--- src/rtl/esort_pkg.sv ---
// ----------------------------------------------------------------------------
// esort_pkg
// Shared widths, capacity default and sequencer states of the sort engine.
// ----------------------------------------------------------------------------
package esort_pkg;

  localparam int unsigned WordW          = 32;
  localparam int unsigned MaxItemsDefault = 64;

  typedef enum logic [2:0] {
    S_LOAD,   // collecting words of a list
    S_RDI,    // fetch word at position i
    S_LDI,    // latch word i, fetch word 0
    S_CMP,    // compare/swap against position j
    S_WBI,    // write back position i, fetch next i
    S_ERD,    // fetch first sorted word
    S_EOUT    // stream sorted words out
  } state_t;

endpackage

--- src/rtl/esort_in_if.sv ---
// ----------------------------------------------------------------------------
// esort_in_if
// Input channel: one list element per word, last flag closes the list.
// ----------------------------------------------------------------------------
interface esort_in_if import esort_pkg::*; ();
  logic                    valid;
  logic                    ready;
  logic signed [WordW-1:0] value;
  logic                    last;

  modport source (output valid, value, last, input ready);
  modport sink   (input valid, value, last, output ready);
endinterface

--- src/rtl/esort_out_if.sv ---
// ----------------------------------------------------------------------------
// esort_out_if
// Output channel: sorted elements with last and overflow flags.
// ----------------------------------------------------------------------------
interface esort_out_if import esort_pkg::*; ();
  logic                    valid;
  logic                    ready;
  logic signed [WordW-1:0] value_res;
  logic                    last_res;
  logic                    overflow;

  modport source (output valid, value_res, last_res, overflow, input ready);
  modport sink   (input valid, value_res, last_res, overflow, output ready);
endinterface

--- src/rtl/esort_mem.sv ---
// ----------------------------------------------------------------------------
// esort_mem
// Element store: one write port, one read port, registered read data.
// ----------------------------------------------------------------------------
module esort_mem import esort_pkg::*; #(
  parameter int unsigned Depth = MaxItemsDefault,
  parameter int unsigned AddrW = $clog2(Depth)
) (
  input  logic                    clk,
  input  logic                    we,
  input  logic [AddrW-1:0]        waddr,
  input  logic signed [WordW-1:0] wdata,
  input  logic                    re,
  input  logic [AddrW-1:0]        raddr,
  output logic signed [WordW-1:0] rdata
);

  logic signed [WordW-1:0] mem [Depth];

  always_ff @(posedge clk) begin
    if (we) begin
      mem[waddr] <= wdata;
    end
  end

  // read data holds when no read is issued
  always_ff @(posedge clk) begin
    if (re) begin
      rdata <= mem[raddr];
    end
  end

endmodule

--- src/rtl/exchange_sort_engine_core.sv ---
// ----------------------------------------------------------------------------
// exchange_sort_engine_core
// Collects a list of signed words, exchange-sorts it in place in the element
// store, then streams it out ascending.
// ----------------------------------------------------------------------------
// Load: one word per cycle, ready held high while collecting.
// Sort of n >= 2 words: each position i from 1 to n-1 is compared against every
//   earlier position, one compare per cycle through the single read port of the store.
// Output: S_ERD fetches the first sorted word and S_EOUT loads it into the output register, then one
//   word per cycle while results are taken.
// Reset (synchronous, rst high) clears the sequencer, count, overflow and output valid;
// the store itself is not cleared and needs no clearing pass.
// ----------------------------------------------------------------------------
module exchange_sort_engine_core import esort_pkg::*; #(
  parameter int unsigned MaxItems = MaxItemsDefault
) (
  input  logic        clk,
  input  logic        rst,
  esort_in_if.sink    items,
  esort_out_if.source results
);

  localparam int unsigned AddrW = (MaxItems > 1) ? $clog2(MaxItems) : 1;
  localparam int unsigned CntW  = $clog2(MaxItems + 1);

  // sequencer registers
  state_t                  state, state_next;
  logic [CntW-1:0]         count, count_next;   // words stored in this list
  logic                    ovf, ovf_next;       // a word of this list dropped
  logic [AddrW-1:0]        idx_i, idx_i_next;   // outer position
  logic [AddrW-1:0]        idx_j, idx_j_next;   // inner position
  logic [AddrW-1:0]        idx_k, idx_k_next;   // output position
  logic signed [WordW-1:0] cur, cur_next;       // running value of position i

  // output register
  logic                    out_valid, out_valid_next;
  logic signed [WordW-1:0] out_value, out_value_next;
  logic                    out_last, out_last_next;
  logic                    out_ovf, out_ovf_next;

  // store ports
  logic                    we, re;
  logic [AddrW-1:0]        waddr, raddr;
  logic signed [WordW-1:0] wdata, rdata;

  logic                    in_fire;
  logic                    slot_free;
  logic                    room;
  logic [CntW-1:0]         cnt_after;

  esort_mem #(
    .Depth (MaxItems),
    .AddrW (AddrW)
  ) u_mem (
    .clk   (clk),
    .we    (we),
    .waddr (waddr),
    .wdata (wdata),
    .re    (re),
    .raddr (raddr),
    .rdata (rdata)
  );

  assign items.ready       = (state == S_LOAD);
  assign in_fire           = items.valid && items.ready;
  assign room              = (count < CntW'(MaxItems));
  assign cnt_after         = room ? count + CntW'(1) : count;
  // output slot may be loaded when empty or being drained this cycle
  assign slot_free         = !out_valid || results.ready;

  assign results.valid     = out_valid;
  assign results.value_res = out_value;
  assign results.last_res  = out_last;
  assign results.overflow  = out_ovf;

  always_ff @(posedge clk) begin
    if (rst) begin
      state     <= S_LOAD;
      count     <= '0;
      ovf       <= 1'b0;
      out_valid <= 1'b0;
    end else begin
      state     <= state_next;
      count     <= count_next;
      ovf       <= ovf_next;
      out_valid <= out_valid_next;
    end
  end

  always_ff @(posedge clk) begin
    idx_i     <= idx_i_next;
    idx_j     <= idx_j_next;
    idx_k     <= idx_k_next;
    cur       <= cur_next;
    out_value <= out_value_next;
    out_last  <= out_last_next;
    out_ovf   <= out_ovf_next;
  end

  always_comb begin
    state_next     = state;
    count_next     = count;
    ovf_next       = ovf;
    idx_i_next     = idx_i;
    idx_j_next     = idx_j;
    idx_k_next     = idx_k;
    cur_next       = cur;
    out_valid_next = out_valid && !results.ready;
    out_value_next = out_value;
    out_last_next  = out_last;
    out_ovf_next   = out_ovf;
    we             = 1'b0;
    waddr          = count[AddrW-1:0];
    wdata          = items.value;
    re             = 1'b0;
    raddr          = idx_i;

    unique case (state)
      S_LOAD: begin
        if (in_fire) begin
          // store if there is room, else mark the list as overflowed
          we         = room;
          count_next = cnt_after;
          ovf_next   = ovf || !room;
          idx_i_next = AddrW'(1);
          idx_k_next = '0;
          if (items.last) begin
            // a single word needs no sorting
            state_next = (cnt_after == CntW'(1)) ? S_ERD : S_RDI;
          end
        end
      end

      S_RDI: begin
        re         = 1'b1;
        raddr      = idx_i;
        state_next = S_LDI;
      end

      S_LDI: begin
        // word i arrives; start the inner pass at position 0
        cur_next   = rdata;
        re         = 1'b1;
        raddr      = '0;
        idx_j_next = '0;
        state_next = S_CMP;
      end

      S_CMP: begin
        // rdata holds position j; swap when position i is smaller
        if (cur < rdata) begin
          we       = 1'b1;
          waddr    = idx_j;
          wdata    = cur;
          cur_next = rdata;
        end
        if (idx_j + AddrW'(1) != idx_i) begin
          re         = 1'b1;
          raddr      = idx_j + AddrW'(1);
          idx_j_next = idx_j + AddrW'(1);
        end else begin
          state_next = S_WBI;
        end
      end

      S_WBI: begin
        we    = 1'b1;
        waddr = idx_i;
        wdata = cur;
        if (CntW'(idx_i) + CntW'(1) < count) begin
          // fetch of i+1 overlaps the write of i (different entries)
          re         = 1'b1;
          raddr      = idx_i + AddrW'(1);
          idx_i_next = idx_i + AddrW'(1);
          state_next = S_LDI;
        end else begin
          state_next = S_ERD;
        end
      end

      S_ERD: begin
        re         = 1'b1;
        raddr      = idx_k;
        state_next = S_EOUT;
      end

      S_EOUT: begin
        if (slot_free) begin
          out_valid_next = 1'b1;
          out_value_next = rdata;
          out_last_next  = (CntW'(idx_k) + CntW'(1) == count);
          out_ovf_next   = ovf;
          if (CntW'(idx_k) + CntW'(1) == count) begin
            count_next = '0;
            ovf_next   = 1'b0;
            state_next = S_LOAD;
          end else begin
            re         = 1'b1;
            raddr      = idx_k + AddrW'(1);
            idx_k_next = idx_k + AddrW'(1);
          end
        end
      end

      default: begin
        state_next = S_LOAD;
      end
    endcase
  end

  // count never passes capacity
  a_count_cap: assert property (@(posedge clk) disable iff (rst)
    count <= CntW'(MaxItems))
    else $error("element count above capacity");

  // overflow is only flagged once the store is full
  a_ovf_full: assert property (@(posedge clk) disable iff (rst)
    ovf |-> count == CntW'(MaxItems))
    else $error("overflow flagged with room left");

  // inner position always below outer position during compares
  a_j_below_i: assert property (@(posedge clk) disable iff (rst)
    state == S_CMP |-> idx_j < idx_i)
    else $error("inner index reached outer index");

  // a stalled result is never overwritten
  a_no_overwrite: assert property (@(posedge clk) disable iff (rst)
    (out_valid && !results.ready) |=> $stable(out_value) && out_valid)
    else $error("pending result overwritten");

  // sorting only starts with at least two words
  a_sort_min: assert property (@(posedge clk) disable iff (rst)
    state == S_RDI |-> count >= CntW'(2))
    else $error("sort started on fewer than two words");

endmodule

--- src/flat_wrapper.sv ---
// flat-port wrapper written by rule: the top's interface ports become plain ports
module exchange_sort_engine_core_flat import esort_pkg::*;
#(
  parameter int unsigned MaxItems = MaxItemsDefault
)
  (clk, rst, items_valid, items_value, items_last, items_ready, results_valid, results_value_res, results_last_res, results_overflow, results_ready);
  esort_in_if items_i ();
  esort_out_if results_i ();
  input  logic clk;
  input  logic rst;
  input wire logic [$bits(items_i.valid)-1:0] items_valid;
  input wire logic [$bits(items_i.value)-1:0] items_value;
  input wire logic [$bits(items_i.last)-1:0] items_last;
  output wire logic [$bits(items_i.ready)-1:0] items_ready;
  output wire logic [$bits(results_i.valid)-1:0] results_valid;
  output wire logic [$bits(results_i.value_res)-1:0] results_value_res;
  output wire logic [$bits(results_i.last_res)-1:0] results_last_res;
  output wire logic [$bits(results_i.overflow)-1:0] results_overflow;
  input wire logic [$bits(results_i.ready)-1:0] results_ready;
  assign items_i.valid = items_valid;
  assign items_i.value = items_value;
  assign items_i.last = items_last;
  assign items_ready = items_i.ready;
  assign results_valid = results_i.valid;
  assign results_value_res = results_i.value_res;
  assign results_last_res = results_i.last_res;
  assign results_overflow = results_i.overflow;
  assign results_i.ready = results_ready;
  exchange_sort_engine_core #(.MaxItems(MaxItems)) u_core (.clk(clk), .rst(rst), .items(items_i), .results(results_i));
endmodule
--- config.mk ---
export PLATFORM = sky130hd
export DESIGN_NAME = exchange_sort_engine_core_flat
export DESIGN_NICKNAME = d
export VERILOG_FILES = /design/src/rtl/esort_pkg.sv /design/src/rtl/esort_in_if.sv /design/src/rtl/esort_out_if.sv /design/src/rtl/esort_mem.sv /design/src/rtl/exchange_sort_engine_core.sv /design/src/flat_wrapper.sv
export SDC_FILE = /design/constraint.sdc
export NUM_CORES = 2
export LEC_CHECK = 0
export ABC_AREA = 1
export ABC_CLOCK_PERIOD_IN_PS = 5900
export BUFFER_PORTS_ARGS = -buffer_cell sky130_fd_sc_hd__buf_2
export CORE_MARGIN = 4
export CORE_UTILIZATION = 30
export CTS_BUF_LIST = sky130_fd_sc_hd__clkbuf_2 sky130_fd_sc_hd__clkbuf_4 sky130_fd_sc_hd__clkbuf_8
export DETAILED_ROUTE_END_ITERATION = 7
export GPL_TIMING_DRIVEN = 1
export HOLD_SLACK_MARGIN = 0.15
export PLACE_DENSITY = 0.44
export RECOVER_POWER = 25
export SLEW_MARGIN = 20
export SYNTH_ARGS = -nofsm -noshare
export SYNTH_HDL_FRONTEND = slang
export SYNTH_HIERARCHICAL = 1
export SYNTH_SLANG_ARGS = --single-unit
--- constraint.sdc ---
create_clock -name clk -period 5.9 [get_ports clk]
set_clock_uncertainty 0.1 [all_clocks]
set_input_delay 0.885 -clock clk [delete_from_list [all_inputs] [get_ports clk]]
set_output_delay 0.885 -clock clk [all_outputs]
set_load 0.005 [all_outputs]
==> run summary <==
Status = complete, but fails checks
Failing checks = max-capacitance violations, max-slew violations
Post-Synth XOR/XNOR Area = 0.00156
IO Pins = 73
Initial antenna violation count = 24
Max Cap Violations = 23
Utilization after layout = 0.349
CP arrival = 5.94 ns
Worst Hold Class = flip-flop to flip-flop
FMAX = 179 MHz
Synth Instances = 7635
Fraction of layout cells with a size suffix above 1 = 0.123
Initial Utilization = 0.302
Cell with the most instances after synthesis = nand2_1
Minimum clock period = 5.59 ns
Clock root buffer = clkbuf_8
First-pass GRT wire length = 438000 um
Largest net degree at the start of global routing = 135
Total gr overflow = 0
Unrepaired setup endpoints after global routing = false
Largest family of logic cells by synthesized area = simple AND/OR/NAND/NOR gates
Drt pass-1 iters = 8
Fillcell total = 29500
Adder-cell share of the synthesized area = 0.00572
Detail Placement HPWL = 181000 um
Worst setup path category = flip-flop to flip-flop
Leak = 36.8 nW
Post-Syn Area per Cell = 11.7 um2
Compound-Gate Fraction of Synth Area = 0.00557
Clk Latency, worst-skew pair = 1.09 ns
Row count = 200
Core Region = 0.297 mm2
Period utilization = 0.947
CP cell instances = inv_1 -> ha_1 -> a21oi_1 -> o21ai_0 -> nand2_1 -> o211ai_1 -> nor2_1 -> nand2_1 -> nand2_1 -> buf_4 -> nand3_1 -> nand3_1 -> nand2_1 -> clkbuf_1
Routed WL per cell = 25.4 um
Synth Flop Type = edfxtp_1
Max FO, Critical Path = 36
Worst EP required = 6.25 ns
Post-synth ARST share = 0
Yosys warnings = 6
All-layer global routing usage = 0.195
Area leader, netlist = edfxtp_1
Routability cong. = 0.871
Final hold violations = 0
Postcts setup bufs = 0
CTS Buf Count = 397
Die area = 0.308 mm2
Clock transition at path regs = 0.06 ns
Post-Synth Simple-Gate Area = 0.225
CTS Buffer Depth = 4
Post-synth EDFFs = 2164
Setup WS pre-CTS = 0.616 ns
Sequential element share of the synthesized area = 0.727
Synth Register Bits = 2176
Post-CTS sizing = 0
Slew Limit Headroom = -0.747
Mux contribution to synthesized area = 0
Critical Path Start = u_core/u_mem/rdata[25]$_DFFE_PP_
Final setup viols = 0
Synth top area share = 0.724
R2R Path Start = u_core/u_mem/rdata[25]$_DFFE_PP_
DRT iter0 DRCs = 6472
Antenna Nets Post-Route = 0
Area Overhead vs Synth = 15.6%
Vias in the first global route = 58700
Min-delay src = u_core/ovf$_SDFFE_PP0P_
PD cells = 627 mW/mm2
Die H = 555 um
Critical-path top delay cell = clkbuf_1
Distinct cells, synth = 37
Final #Nets = 8000
H-tree levels = 5
TritonCTS clock tree = done
Slowest stage delay, CP = 1.84 ns
Synth cell count leaders = nand2_1 (2406), edfxtp_1 (2164), nand3_1 (2061)
CP endpoint kind = flip-flop
Final setup TNS = 0 ns
Slew @ Worst Pin = 2.62 ns
Vias per cell = 5.04
DRC Markers = 0
Syn Std Cell Area = 0.0897 mm2
Clk sinks = 2176
Worst setup SP type = flip-flop
Max-slew violations = 996
Setup ws final = 0.310 ns
Crit path top cell by count = nand2_1
Syn Nets = 7713
Vias = 61200
Number of port buffers = 72
Final wirelength = 309000 um
Hold-fix buffers at CTS = 3
Synth top area cells = edfxtp_1 (72%), nand3_1 (11%), nand2_1 (10%)
Die Wd = 555 um
Maximum vdd drop = 447 uV
per-stage QoR:
step	cells	hold WS (ns)	power (mW)	cell area [um2]
3_3_place_gp	11500	0.340	51.7	96600
6_report	12200	0.351	65.0	104000
2_1_floorplan	7635	0.325	38.0	89700
5_1_grt	12100	0.330	68.5	104000
4_1_cts	12100	0.239	65.5	104000
3_5_place_dp	11500	0.338	51.8	96600
worst max-delay path: cells and delay by family, from the launching register on:
kind,cells,cell delay [ns]
AND/OR/NAND/NOR,7,0.83
flip-flops,1,0.70
AO/OA/AOI/OAI,3,0.62
buffers and inverters,3,2.24
adder cells (fa/ha/maj),1,0.40
where the power goes:
group | switching, mW | total (mW) | leakage [nW] | internal [mW]
clock network | 6.19 | 13.6 | 3.88 | 7.37
logic | 23.7 | 31.2 | 13.3 | 7.59
registers | 0.555 | 20.2 | 19.6 | 19.6
layer usage:
layer | track usage | wire length (um) | vias up
met5 | 0 | 0 | -
met4 | 0.0532 | 8220 | 0
met3 | 0.0286 | 21200 | 446
li1 | - | - | 27700
met2 | 0.301 | 139000 | 2318
met1 | 0.285 | 140000 | 30800
path summary, 6_finish.rpt:
path	endpoint	slack, ns	cells past startpoint
min	u_core/results.overflow$_DFFE_PP_	0.35	0
max	u_core/u_mem/mem[17][13]$_DFFE_PP_	0.31	14
min reg2reg	u_core/results.overflow$_DFFE_PP_	0.35	0
max reg2reg	u_core/u_mem/mem[17][13]$_DFFE_PP_	0.31	14
placed cells by master (no fill, tap or decap), drive strengths merged:
cell type / count
a211oi: 1
a21o: 1
a21oi: 23
a31oi: 1
buf: 310
bufinv: 5
clkbuf: 597
clkinv: 129
clkinvlp: 3
dfxtp: 12
diode: 16
dlygate4sd3: 3
edfxtp: 2164
ha: 41
inv: 199
nand2: 2413
nand3: 2063
nand3b: 1
nand4: 22
nor2: 123
nor3: 5
nor4: 8
o211ai: 3
o21a: 3
o21ai: 11
o22ai: 42
or2: 1
xnor2: 1
xor2: 15
kinds of logic after synthesis:
family          Yosys count
simple gates           4636
flops                  2176
buf+inv                 681
compound gates           85
fa+ha+maj                41
xor+xnor                 16
sequential cells by signal (all words and copies together), names as in the netlist, 6 cells and up:
| signal | count |
|---|---|
| u_core/count | 7 |
| u_core/cur | 32 |
| u_core/idx_i | 6 |
| u_core/idx_j | 6 |
| u_core/idx_k | 6 |
| u_core/results.value_res | 32 |
| u_core/u_mem/mem | 2048 |
| u_core/u_mem/rdata | 32 |
cell type report:
class,count,area [um2],area share
well taps,3939,4930,0.0475
flip-flops and latches,2176,65200,0.629
diodes,16,40.0,0.000386
repair buffers,368,3630,0.0350
clock buffers,542,6580,0.0635
inverters,201,792,0.00764
clock inverters,135,711,0.00685
multi-input cells,4778,21800,0.210
(Power assumes the default switching activity.)
